$ cat config.mk
export PLATFORM = sky130hd
export DESIGN_NAME = nearest_neighbor_blit_mapper
export DESIGN_NICKNAME = d
export VERILOG_FILES = /design/src/rtl/nnbm_pkg.sv /design/src/rtl/nearest_neighbor_blit_mapper.sv /design/src/rtl/nnbm_front.sv /design/src/rtl/nnbm_div.sv
export SDC_FILE = /design/constraint.sdc
export NUM_CORES = 2
export LEC_CHECK = 0
export ABC_AREA = 0
export ABC_CLOCK_PERIOD_IN_PS = 28100
export BUFFER_PORTS_ARGS = -buffer_cell sky130_fd_sc_hd__buf_2
export CORE_MARGIN = 8
export CORE_UTILIZATION = 65
export DETAILED_ROUTE_END_ITERATION = 7
export MAX_ROUTING_LAYER = met4
export PLACE_DENSITY = 0.82
export SLEW_MARGIN = 20
export SYNTH_ARGS = -nofsm -noshare
export SYNTH_HDL_FRONTEND = slang
export SYNTH_SLANG_ARGS = --single-unit
$ cat constraint.sdc
create_clock -name clk -period 28.1 [get_ports clk]
set_clock_uncertainty 0.1 [all_clocks]
set_input_delay 2.81 -clock clk [delete_from_list [all_inputs] [get_ports clk]]
set_output_delay 2.81 -clock clk [all_outputs]
set_load 0.02 [all_outputs]
$ cat src/rtl/nnbm_pkg.sv
// ----------------------------------------------------------------------------
// nnbm_pkg
// Shared constants and types for the nearest-neighbour blit coordinate mapper.
// ----------------------------------------------------------------------------
package nnbm_pkg;

  localparam int OUT_WIDTH       = 14;
  localparam int CFG_INDEX_WIDTH = 3;

  localparam logic [CFG_INDEX_WIDTH-1:0] REG_SRC_ORIGIN_X = 3'd0;
  localparam logic [CFG_INDEX_WIDTH-1:0] REG_SRC_ORIGIN_Y = 3'd1;
  localparam logic [CFG_INDEX_WIDTH-1:0] REG_SRC_WIDTH    = 3'd2;
  localparam logic [CFG_INDEX_WIDTH-1:0] REG_SRC_HEIGHT   = 3'd3;
  localparam logic [CFG_INDEX_WIDTH-1:0] REG_DST_ORIGIN_X = 3'd4;
  localparam logic [CFG_INDEX_WIDTH-1:0] REG_DST_ORIGIN_Y = 3'd5;
  localparam logic [CFG_INDEX_WIDTH-1:0] REG_DST_WIDTH    = 3'd6;
  localparam logic [CFG_INDEX_WIDTH-1:0] REG_DST_HEIGHT   = 3'd7;

  // sideband that rides alongside the divider stages
  typedef struct packed {
    logic                 valid;
    logic                 in_range;
    logic [OUT_WIDTH-1:0] dest_x;
    logic [OUT_WIDTH-1:0] dest_y;
  } nnbm_side_t;

endpackage

$ cat src/rtl/nearest_neighbor_blit_mapper.sv
// ----------------------------------------------------------------------------
// nearest_neighbor_blit_mapper
// Each transaction passes the entry register, the divider stages and the output register.
// Throughput: one transaction per cycle; the depth is set by the per-bit
// divider stages. The whole pipeline holds while the output is stalled.
// Reset (rst, synchronous) clears all valid bits and sets the registers to
// origin 0 and size 1.
// ----------------------------------------------------------------------------
module nearest_neighbor_blit_mapper import nnbm_pkg::*; #(
  parameter int COORD_WIDTH = 13
) (
  input  logic                             clk,
  input  logic                             rst,
  // configuration
  input  logic                             cfg_we,
  input  logic [CFG_INDEX_WIDTH-1:0]       cfg_index,
  input  logic [COORD_WIDTH-1:0]           cfg_data,
  // input stream
  input  logic                             s_axis_tvalid,
  output logic                             s_axis_tready,
  // col_offset, row_offset, zero padding
  input  logic [((2*COORD_WIDTH+7)/8)*8-1:0] s_axis_tdata,
  // output stream
  output logic                             m_axis_tvalid,
  input  logic                             m_axis_tready,
  // source_x, source_y, dest_x, dest_y
  output logic [4*OUT_WIDTH-1:0]           m_axis_tdata,
  // in_range
  output logic                             m_axis_tuser
);

  localparam int W     = COORD_WIDTH;
  localparam int SUM_W = (W + 1 > OUT_WIDTH) ? W + 1 : OUT_WIDTH;

  logic [W-1:0] src_origin_x;
  logic [W-1:0] src_origin_y;
  logic [W-1:0] src_width;
  logic [W-1:0] src_height;
  logic [W-1:0] dst_origin_x;
  logic [W-1:0] dst_origin_y;
  logic [W-1:0] dst_width;
  logic [W-1:0] dst_height;

  logic                 advance;
  logic [2*W-1:0]       prod_x;
  logic [2*W-1:0]       prod_y;
  nnbm_side_t           side_front;
  nnbm_side_t           side_d [W];
  logic [W-1:0]         quo_x;
  logic [W-1:0]         quo_y;
  logic [SUM_W-1:0]     sum_x;
  logic [SUM_W-1:0]     sum_y;

  logic                 out_valid;
  logic                 out_in_range;
  logic [OUT_WIDTH-1:0] out_source_x;
  logic [OUT_WIDTH-1:0] out_source_y;
  logic [OUT_WIDTH-1:0] out_dest_x;
  logic [OUT_WIDTH-1:0] out_dest_y;

  always_ff @(posedge clk) begin
    if (rst) begin
      src_origin_x <= '0;
      src_origin_y <= '0;
      src_width    <= W'(1);
      src_height   <= W'(1);
      dst_origin_x <= '0;
      dst_origin_y <= '0;
      dst_width    <= W'(1);
      dst_height   <= W'(1);
    end else if (cfg_we) begin
      case (cfg_index)
        REG_SRC_ORIGIN_X: src_origin_x <= cfg_data;
        REG_SRC_ORIGIN_Y: src_origin_y <= cfg_data;
        REG_SRC_WIDTH:    src_width    <= cfg_data;
        REG_SRC_HEIGHT:   src_height   <= cfg_data;
        REG_DST_ORIGIN_X: dst_origin_x <= cfg_data;
        REG_DST_ORIGIN_Y: dst_origin_y <= cfg_data;
        REG_DST_WIDTH:    dst_width    <= cfg_data;
        REG_DST_HEIGHT:   dst_height   <= cfg_data;
        default: ;
      endcase
    end
  end

  // single stall domain: everything moves when the output slot frees up
  assign advance       = !out_valid || m_axis_tready;
  assign s_axis_tready = advance;

  nnbm_front #(.COORD_WIDTH(W)) u_front (
    .clk          (clk),
    .rst          (rst),
    .advance      (advance),
    .in_valid     (s_axis_tvalid),
    .col_offset   (s_axis_tdata[W-1:0]),
    .row_offset   (s_axis_tdata[2*W-1:W]),
    .src_width    (src_width),
    .src_height   (src_height),
    .dst_origin_x (dst_origin_x),
    .dst_origin_y (dst_origin_y),
    .dst_width    (dst_width),
    .dst_height   (dst_height),
    .prod_x       (prod_x),
    .prod_y       (prod_y),
    .side         (side_front)
  );

  nnbm_div #(.COORD_WIDTH(W)) u_div_x (
    .clk      (clk),
    .advance  (advance),
    .dividend (prod_x),
    .divisor  (dst_width),
    .quotient (quo_x)
  );

  nnbm_div #(.COORD_WIDTH(W)) u_div_y (
    .clk      (clk),
    .advance  (advance),
    .dividend (prod_y),
    .divisor  (dst_height),
    .quotient (quo_y)
  );

  // sideband delay matching the divider depth
  always_ff @(posedge clk) begin
    if (rst) begin
      for (int k = 0; k < W; k++) begin
        side_d[k].valid <= 1'b0;
      end
    end else if (advance) begin
      side_d[0] <= side_front;
      for (int k = 1; k < W; k++) begin
        side_d[k] <= side_d[k-1];
      end
    end
  end

  assign sum_x = SUM_W'(src_origin_x) + SUM_W'(quo_x);
  assign sum_y = SUM_W'(src_origin_y) + SUM_W'(quo_y);

  always_ff @(posedge clk) begin
    if (rst) begin
      out_valid <= 1'b0;
    end else if (advance) begin
      out_valid <= side_d[W-1].valid;
    end
  end

  always_ff @(posedge clk) begin
    if (advance) begin
      out_in_range <= side_d[W-1].in_range;
      if (side_d[W-1].in_range) begin
        out_source_x <= sum_x[OUT_WIDTH-1:0];
        out_source_y <= sum_y[OUT_WIDTH-1:0];
        out_dest_x   <= side_d[W-1].dest_x;
        out_dest_y   <= side_d[W-1].dest_y;
      end else begin
        out_source_x <= '0;
        out_source_y <= '0;
        out_dest_x   <= '0;
        out_dest_y   <= '0;
      end
    end
  end

  assign m_axis_tvalid = out_valid;
  assign m_axis_tdata  = {out_dest_y, out_dest_x, out_source_y, out_source_x};
  assign m_axis_tuser  = out_in_range;

endmodule

$ cat src/rtl/nnbm_front.sv
// ----------------------------------------------------------------------------
// nnbm_front
// Entry stage: range check, destination coordinates and the offset * size
// products for both axes, all registered.
// ----------------------------------------------------------------------------
module nnbm_front import nnbm_pkg::*; #(
  parameter int COORD_WIDTH = 13
) (
  input  logic                     clk,
  input  logic                     rst,
  input  logic                     advance,
  input  logic                     in_valid,
  input  logic [COORD_WIDTH-1:0]   col_offset,
  input  logic [COORD_WIDTH-1:0]   row_offset,
  input  logic [COORD_WIDTH-1:0]   src_width,
  input  logic [COORD_WIDTH-1:0]   src_height,
  input  logic [COORD_WIDTH-1:0]   dst_origin_x,
  input  logic [COORD_WIDTH-1:0]   dst_origin_y,
  input  logic [COORD_WIDTH-1:0]   dst_width,
  input  logic [COORD_WIDTH-1:0]   dst_height,
  output logic [2*COORD_WIDTH-1:0] prod_x,
  output logic [2*COORD_WIDTH-1:0] prod_y,
  output nnbm_side_t               side
);

  localparam int PW    = 2 * COORD_WIDTH;
  localparam int SUM_W = (COORD_WIDTH + 1 > OUT_WIDTH) ? COORD_WIDTH + 1 : OUT_WIDTH;

  logic                 valid;
  logic                 in_range;
  logic [OUT_WIDTH-1:0] dest_x;
  logic [OUT_WIDTH-1:0] dest_y;
  logic                 in_range_c;
  logic [SUM_W-1:0]     sum_x;
  logic [SUM_W-1:0]     sum_y;

  assign in_range_c = (col_offset < dst_width) && (row_offset < dst_height);
  assign sum_x      = SUM_W'(dst_origin_x) + SUM_W'(col_offset);
  assign sum_y      = SUM_W'(dst_origin_y) + SUM_W'(row_offset);

  always_ff @(posedge clk) begin
    if (rst) begin
      valid <= 1'b0;
    end else if (advance) begin
      valid <= in_valid;
    end
  end

  always_ff @(posedge clk) begin
    if (advance) begin
      in_range <= in_range_c;
      dest_x   <= sum_x[OUT_WIDTH-1:0];
      dest_y   <= sum_y[OUT_WIDTH-1:0];
      prod_x   <= PW'(col_offset) * PW'(src_width);
      prod_y   <= PW'(row_offset) * PW'(src_height);
    end
  end

  always_comb begin
    side.valid    = valid;
    side.in_range = in_range;
    side.dest_x   = dest_x;
    side.dest_y   = dest_y;
  end

endmodule

$ cat src/rtl/nnbm_div.sv
// ----------------------------------------------------------------------------
// nnbm_div
// Pipelined restoring divider, one quotient bit per stage. The dividend's
// upper half must already be below the divisor (offset < destination size).
// ----------------------------------------------------------------------------
module nnbm_div import nnbm_pkg::*; #(
  parameter int COORD_WIDTH = 13
) (
  input  logic                     clk,
  input  logic                     advance,
  input  logic [2*COORD_WIDTH-1:0] dividend,
  input  logic [COORD_WIDTH-1:0]   divisor,
  output logic [COORD_WIDTH-1:0]   quotient
);

  localparam int W = COORD_WIDTH;

  logic [W-1:0] rem [W];
  logic [W-1:0] low [W];
  logic [W-1:0] quo [W];

  for (genvar k = 0; k < W; k++) begin : g_stage
    logic [W-1:0] rem_in;
    logic [W-1:0] low_in;
    logic [W-1:0] quo_in;
    logic [W:0]   trial;
    logic [W:0]   diff;
    logic         ge;

    if (k == 0) begin : g_first
      assign rem_in = dividend[2*W-1:W];
      assign low_in = dividend[W-1:0];
      assign quo_in = '0;
    end else begin : g_next
      assign rem_in = rem[k-1];
      assign low_in = low[k-1];
      assign quo_in = quo[k-1];
    end

    // bring down the next dividend bit, subtract if it fits
    assign trial = {rem_in, low_in[W-1]};
    assign ge    = trial >= {1'b0, divisor};
    assign diff  = trial - {1'b0, divisor};

    always_ff @(posedge clk) begin
      if (advance) begin
        rem[k] <= ge ? diff[W-1:0] : trial[W-1:0];
        low[k] <= {low_in[W-2:0], 1'b0};
        quo[k] <= {quo_in[W-2:0], ge};
      end
    end
  end

  assign quotient = quo[W-1];

endmodule

**Word level (Yosys, flattened, before mapping)**

Memories as Yosys holds them, arrays and structs flattened.
Cells that the tools add are included.

- Output and inout bits: 59
- Memories kept: 7
- Bits in registers: 244
- Memory bits (writable): 1378

Memories:

| name | depth | bits a word | rd ports | clocked after Yosys merged registers in | wr ports | RTL line | text |
|---|---|---|---|---|---|---|---|
| side_d | 13 | 30 | 13 | 0 | 13 | nearest_neighbor_blit_mapper.sv:48 | `nnbm_side_t side_d [W];` |
| u_div_x.quo | 13 | 13 | 13 | 0 | 13 | nnbm_div.sv:20 | `logic [W-1:0] quo [W];` |
| u_div_x.rem | 13 | 13 | 12 | 0 | 13 | nnbm_div.sv:18 | `logic [W-1:0] rem [W];` |
| u_div_y.quo | 13 | 13 | 13 | 0 | 13 | nnbm_div.sv:20 |  |
| u_div_y.rem | 13 | 13 | 12 | 0 | 13 | nnbm_div.sv:18 |  |
| u_div_x.low | 13 | 12 | 12 | 0 | 13 | nnbm_div.sv:19 | `logic [W-1:0] low [W];` |
| 1 more memories | - | - | - | - | - | - |  |

- Reduce and logical (&&, ||, !) cells: 12
- $add $sub $neg: 30
- Equality and inequality tests: 7
- Muxes and demuxes: 45
- Bitwise operators: 13
- Magnitude comparators: 28
- Multiply operators: 2

Operators by type and width:

| cell | number |
|---|---|
| $ge A14 B13 Y1 | 26 |
| $mux W13 | 26 |
| $sub A13 B13 Y13 | 26 |
| $add A13 B13 Y14 | 4 |
| $mul A13 B13 Y26 | 2 |
| $lt A13 B13 Y1 | 2 |
| $mux W1 | 19 |
| $reduce_and A2 Y1 | 8 |
| $or A1 B1 Y1 | 13 |
| $eq A3 B3 Y1 const B | 4 |
| $eq A3 B2 Y1 const B | 2 |
| $eq A3 B1 Y1 const B | 1 |
| $logic_not A3 Y1 | 1 |
| $logic_and A1 B1 Y1 | 1 |
| $logic_not A1 Y1 | 1 |
| $logic_or A1 B1 Y1 | 1 |

**Depth between registers and ports, before layout**

- Depth after elaboration: 6
- Mapped depth: 21
- Gate-level depth less buffers: 19

**Cells and area by module**

A second synthesis with hierarchy kept.

- Cells, all modules: 6017
- Area total of the unflattened synthesis: 73163.9 µm²

Modules (own cells, without submodules):

| module | times used | area an instance (µm²) | cells an instance | seq. area each (µm²) |
|---|---|---|---|---|
| nnbm_div (u_div_y) | 1 | 19489.9 | 1589 | 9759.4 |
| nnbm_div (u_div_x) | 1 | 19304.8 | 1584 | 9759.4 |
| nearest_neighbor_blit_mapper | 1 | 18712.9 | 1160 | 15524.9 |
| nnbm_front | 1 | 15656.3 | 1684 | 2452.4 |

**Worst setup path after synthesis**

OpenSTA, ideal clock, no wires.

- Kind: input to output
- From: input port m_axis_tready
- To: output port s_axis_tready
- Buffers on the path: 0
- Data arrival time: 18.188 ns
- Slack: 7.002 ns
- Stages on the path: 2
- Data required time: 25.190 ns
- Path through: nor2b_1 inv_1

- Longest elaborated chain between the ends: 1

Ends and longest elaborated chain:

| item | RTL line | text |
|---|---|---|
| from (decl) | nearest_neighbor_blit_mapper.sv:25 | `input logic m_axis_tready,` |
| $logic_or A1 B1 Y1 | nearest_neighbor_blit_mapper.sv:87 | `assign advance = !out_valid \|\| m_axis_tready;` |
| to (decl) | nearest_neighbor_blit_mapper.sv:20 | `output logic s_axis_tready,` |

Every way passes these cells.

**Worst setup path after layout**

- From: input port s_axis_tdata[19]
- To: register u_front.prod_y[25], data pin

- Longest elaborated chain between the ends: 1

Ends and longest elaborated chain:

| item | RTL line | text |
|---|---|---|
| from (decl) | nearest_neighbor_blit_mapper.sv:22 | `input logic [((2*COORD_WIDTH+7)/8)*8-1:0] s_axis_tdata,` |
| $mul A13 B13 Y26 | nnbm_front.sv:55 | `prod_y <= PW'(row_offset) * PW'(src_height);` |
| to (signal assigned) | nnbm_front.sv:55 |  |
| to (decl) | nnbm_front.sv:22 | `output logic [2*COORD_WIDTH-1:0] prod_y,` |

Every way passes these cells.
A chain may end at the register's enable or synchronous reset.

==> run summary <==
pin count of the biggest net entering global routing: 214
HPWL after detailed placement: 103000 µm
Fin. Hold Viols: 0
RSZ-0062 raised after global routing: no
Seq. cell area: 0.0375 mm²
Worst Path Required: 28.49 ns
Worst EP arrival: 8.50 ns
Comb pwr share: 0.384
dpl ws: 19.40 ns
Max-slew headroom: 0.180
number of port buffers: 105
P&R area growth vs syn: 9.36%
num ports: 112
share of cells above drive strength 1: 0.0935
die height: 349 µm
# clock sinks: 1284
Max Root-Sink Buffers: 3
Avg Cell Area, Syn: 12.1 µm²
top_reg_cell synth: edfxtp_1
Die W: 349 µm
vias in the first global route: 47800
row cnt: 122
Flop pwr share: 0.381
Fill cells: 6973
GPL Wtd Cong: 0.932
nets: 6969
fin crit share: 0.289
Critical Path Fanout Max: 15
max-cap violations: 0
worst-margin pin slew: 1.22 ns
internal power: 5.16 mW
r2r startpoint: src_height[9]
drt pass-1 iters: 6
# Post-CTS Setup Buffers: 0
Worst Setup Start Kind: primary input
Synth cell types: 69
CTS Hold Bufs: 0
highest clock rate: 0.123 GHz
Initial Util: 0.653
full die area: 0.122 mm²
Pwr Density: 98.5 mW/mm²
Max VDD drop: 0.0793 mV
grt ovf: 0
hold-critical path depth: 0
TNS Setup: 0 ns
Reg2Reg Setup Slack: 21.62 ns
total net switching power: 2.60 mW
routed vias/inst: 6.14
CORE AREA: 0.110 mm²
status: completed
Yosys warning count: 0
Final ANT Viol Nets: 0
clock power share: 0.235
#FFs+latches synth: 1284
H-Tree Depth: 4
CP Class: primary input to flip-flop
CTS root buf: clkbuf_16
post-synthesis sequential area ratio: 0.520
# DRC: 0
Crit. End Element: flip-flop
Pleak: 31.6 nW
Switching Fraction: 0.335
CTS clk-pin slew, worst paths: 0.06 ns
worst hold-check path type: flip-flop to flip-flop
worst setup margin: 19.99 ns
CTS Buf Count: 132
Skew-Pair Late Insertion Delay: 0.76 ns
Post-synth EDFFs: 1178
hold path startpoint: side_d[0][27]
WL per Instance: 20.7 µm
Multi-input gate area: 0.0321 mm²
GRT Total Usage: 0.268
Syn Nets: 6839
final setup fails: 0
post-layout minimum cycle time: 8.11 ns
first-pass GRT wire length: 252000 µm
Syn Inst Count: 5960
total routed wirelength: 159000 µm
initial drt markers: 4134
asr flop ratio synth: 0
worst reg2reg path depth: 17
Hold EP: side_d[0][57]
Slew Limit Fails: 0
capturing point of the worst reg2reg path: u_front.prod_y[25]
cell area after synthesis: 0.0721 mm²
antenna violations before repair: 12
CTS tree: built
PostCTS Resize Cnt: 0
via count: 47300
critical path, stage by stage:
cell and delay [ns]:
buf_2 0.40, nand2_1 0.16, fa_1 0.58, inv_1 0.08
fa_1 0.48, fa_1 0.53, fa_1 0.55, inv_1 0.06
fa_1 0.55, inv_1 0.05, ha_1 0.36, a21o_1 0.24
a311oi_1 0.32, nor3_1 0.12, a2111oi_0 0.66, o41ai_1 0.22
a21oi_1 0.23, xnor2_1 0.09
synth_stat cells (all sizes together) (100+ instances only):
cell type / number / area (µm²)
o21ai: 244 / 1220
mux2: 196 / 2230
inv: 498 / 1870
nor2: 282 / 1060
nand2: 571 / 2140
fa: 270 / 5410
a21oi: 410 / 2070
edfxtp: 1178 / 35400
xnor2: 195 / 1710
ha: 556 / 6960
dfxtp: 106 / 2120
nor2b: 127 / 802
a21o: 100 / 751
and2: 224 / 1400
clkbuf: 133 / 514
placed cells by master (no fill, tap or decap), types with 29 or more instances in the layout:
cell type	synthesis	layout
inv_1	498	497
nor4_1	29	29
clkbuf_16	0	135
nand4_1	51	51
mux2_2	189	189
o21a_1	76	76
nand3_1	50	50
ha_1	556	556
nor3_1	80	80
o31ai_1	31	31
xnor2_1	195	195
buf_2	13	104
a21o_1	100	100
a21oi_1	404	404
and2_1	224	224
nor2_1	282	281
nor2b_1	126	126
nand2_1	571	571
o31a_1	37	37
dfxtp_1	106	106
o21ai_0	243	241
edfxtp_1	1178	1178
buf_4	2	40
a211oi_1	45	45
nand2b_1	55	55
xor2_1	75	75
or3_1	29	29
fa_1	270	270
mux2i_1	56	56
o21bai_1	29	29
logic make-up (layout without fill, tap and decap cells):
family                     Yosys count  count (layout)  share of synthesized area
AOI/OAI and AO/OA                 1127            1127                     0.0978
xor gates and xnor gates           270             270                     0.0328
adders and majority gates          826             826                      0.172
buffers and inverters              650             890                     0.0347
DFF                               1284            1284                      0.520
muxes                              252             252                     0.0388
other                                0              16                          0
and+or+nand+nor                   1551            1551                      0.104
cell type report:
type,instances,share of cell area
Sequential cell,1284,0.476
Multi-Input combinational cell,4026,0.407
Clock buffer,164,0.0451
Inverter,498,0.0238
Tap cell,1488,0.0236
Clock inverter,80,0.0128
Timing Repair Buffer,148,0.0112
Antenna cell,16,0.000508
worst max-delay path by stage:
stage                           startpoint            endpoint  slack, ns  cells after the start
final                     s_axis_tdata[19]  u_front.prod_y[25]      19.99                     18
after global routing       s_axis_tdata[7]  u_front.prod_x[23]      19.77                     19
after CTS                 s_axis_tdata[19]  u_front.prod_y[25]      20.13                     18
after detailed placement  s_axis_tdata[18]  u_front.prod_y[25]      19.40                     18
after global placement    s_axis_tdata[18]  u_front.prod_y[25]      19.49                     18
after floorplan              m_axis_tready       s_axis_tready       7.00                      2
power by group through the flow:
stage	Clock, mW	Combinational [mW]	Sequential [mW]
after floorplan	0	2.35	2.91
after global placement	0	2.79	2.96
after detailed placement	0	2.89	2.98
after CTS	1.85	2.96	2.96
after global routing	1.92	3.30	2.99
final	1.82	2.98	2.96
stage by stage:
| step | hold slack, ns | utilization | instance area [µm²] | instances | total power, mW |
|---|---|---|---|---|---|
| after CTS | 0.303 | 0.714 | 78800 | 7688 | 7.76 |
| after floorplan | 0.300 | - | 72100 | 5960 | 5.26 |
| final | 0.304 | 0.714 | 78800 | 7704 | 7.76 |
| after global placement | 0.301 | 0.672 | 74200 | 7444 | 5.75 |
| after detailed placement | 0.305 | 0.672 | 74200 | 7444 | 5.87 |
| after global routing | 0.304 | 0.714 | 78800 | 7700 | 8.22 |
registers in the layout, summed over array words and instances (netlist names), 26 cells and up:
register        flops
side_d            390
u_div_y.quo        91
u_front.prod_y     26
u_div_x.quo        91
u_div_x.low        78
u_div_y.low        78
u_div_x.rem       156
u_front.prod_x     26
u_div_y.rem       156
per-layer routing:
| layer | up-vias | routed length, µm | GRT usage |
|---|---|---|---|
| li1 | 21700 | - | - |
| met1 | 23000 | 60500 | 0.310 |
| met2 | 2030 | 78800 | 0.450 |
| met3 | 579 | 11500 | 0.0489 |
| met4 | 0 | 8540 | 0.133 |
| met5 | - | 0 | - |
Note: power is estimated with default switching activity, not from simulation.
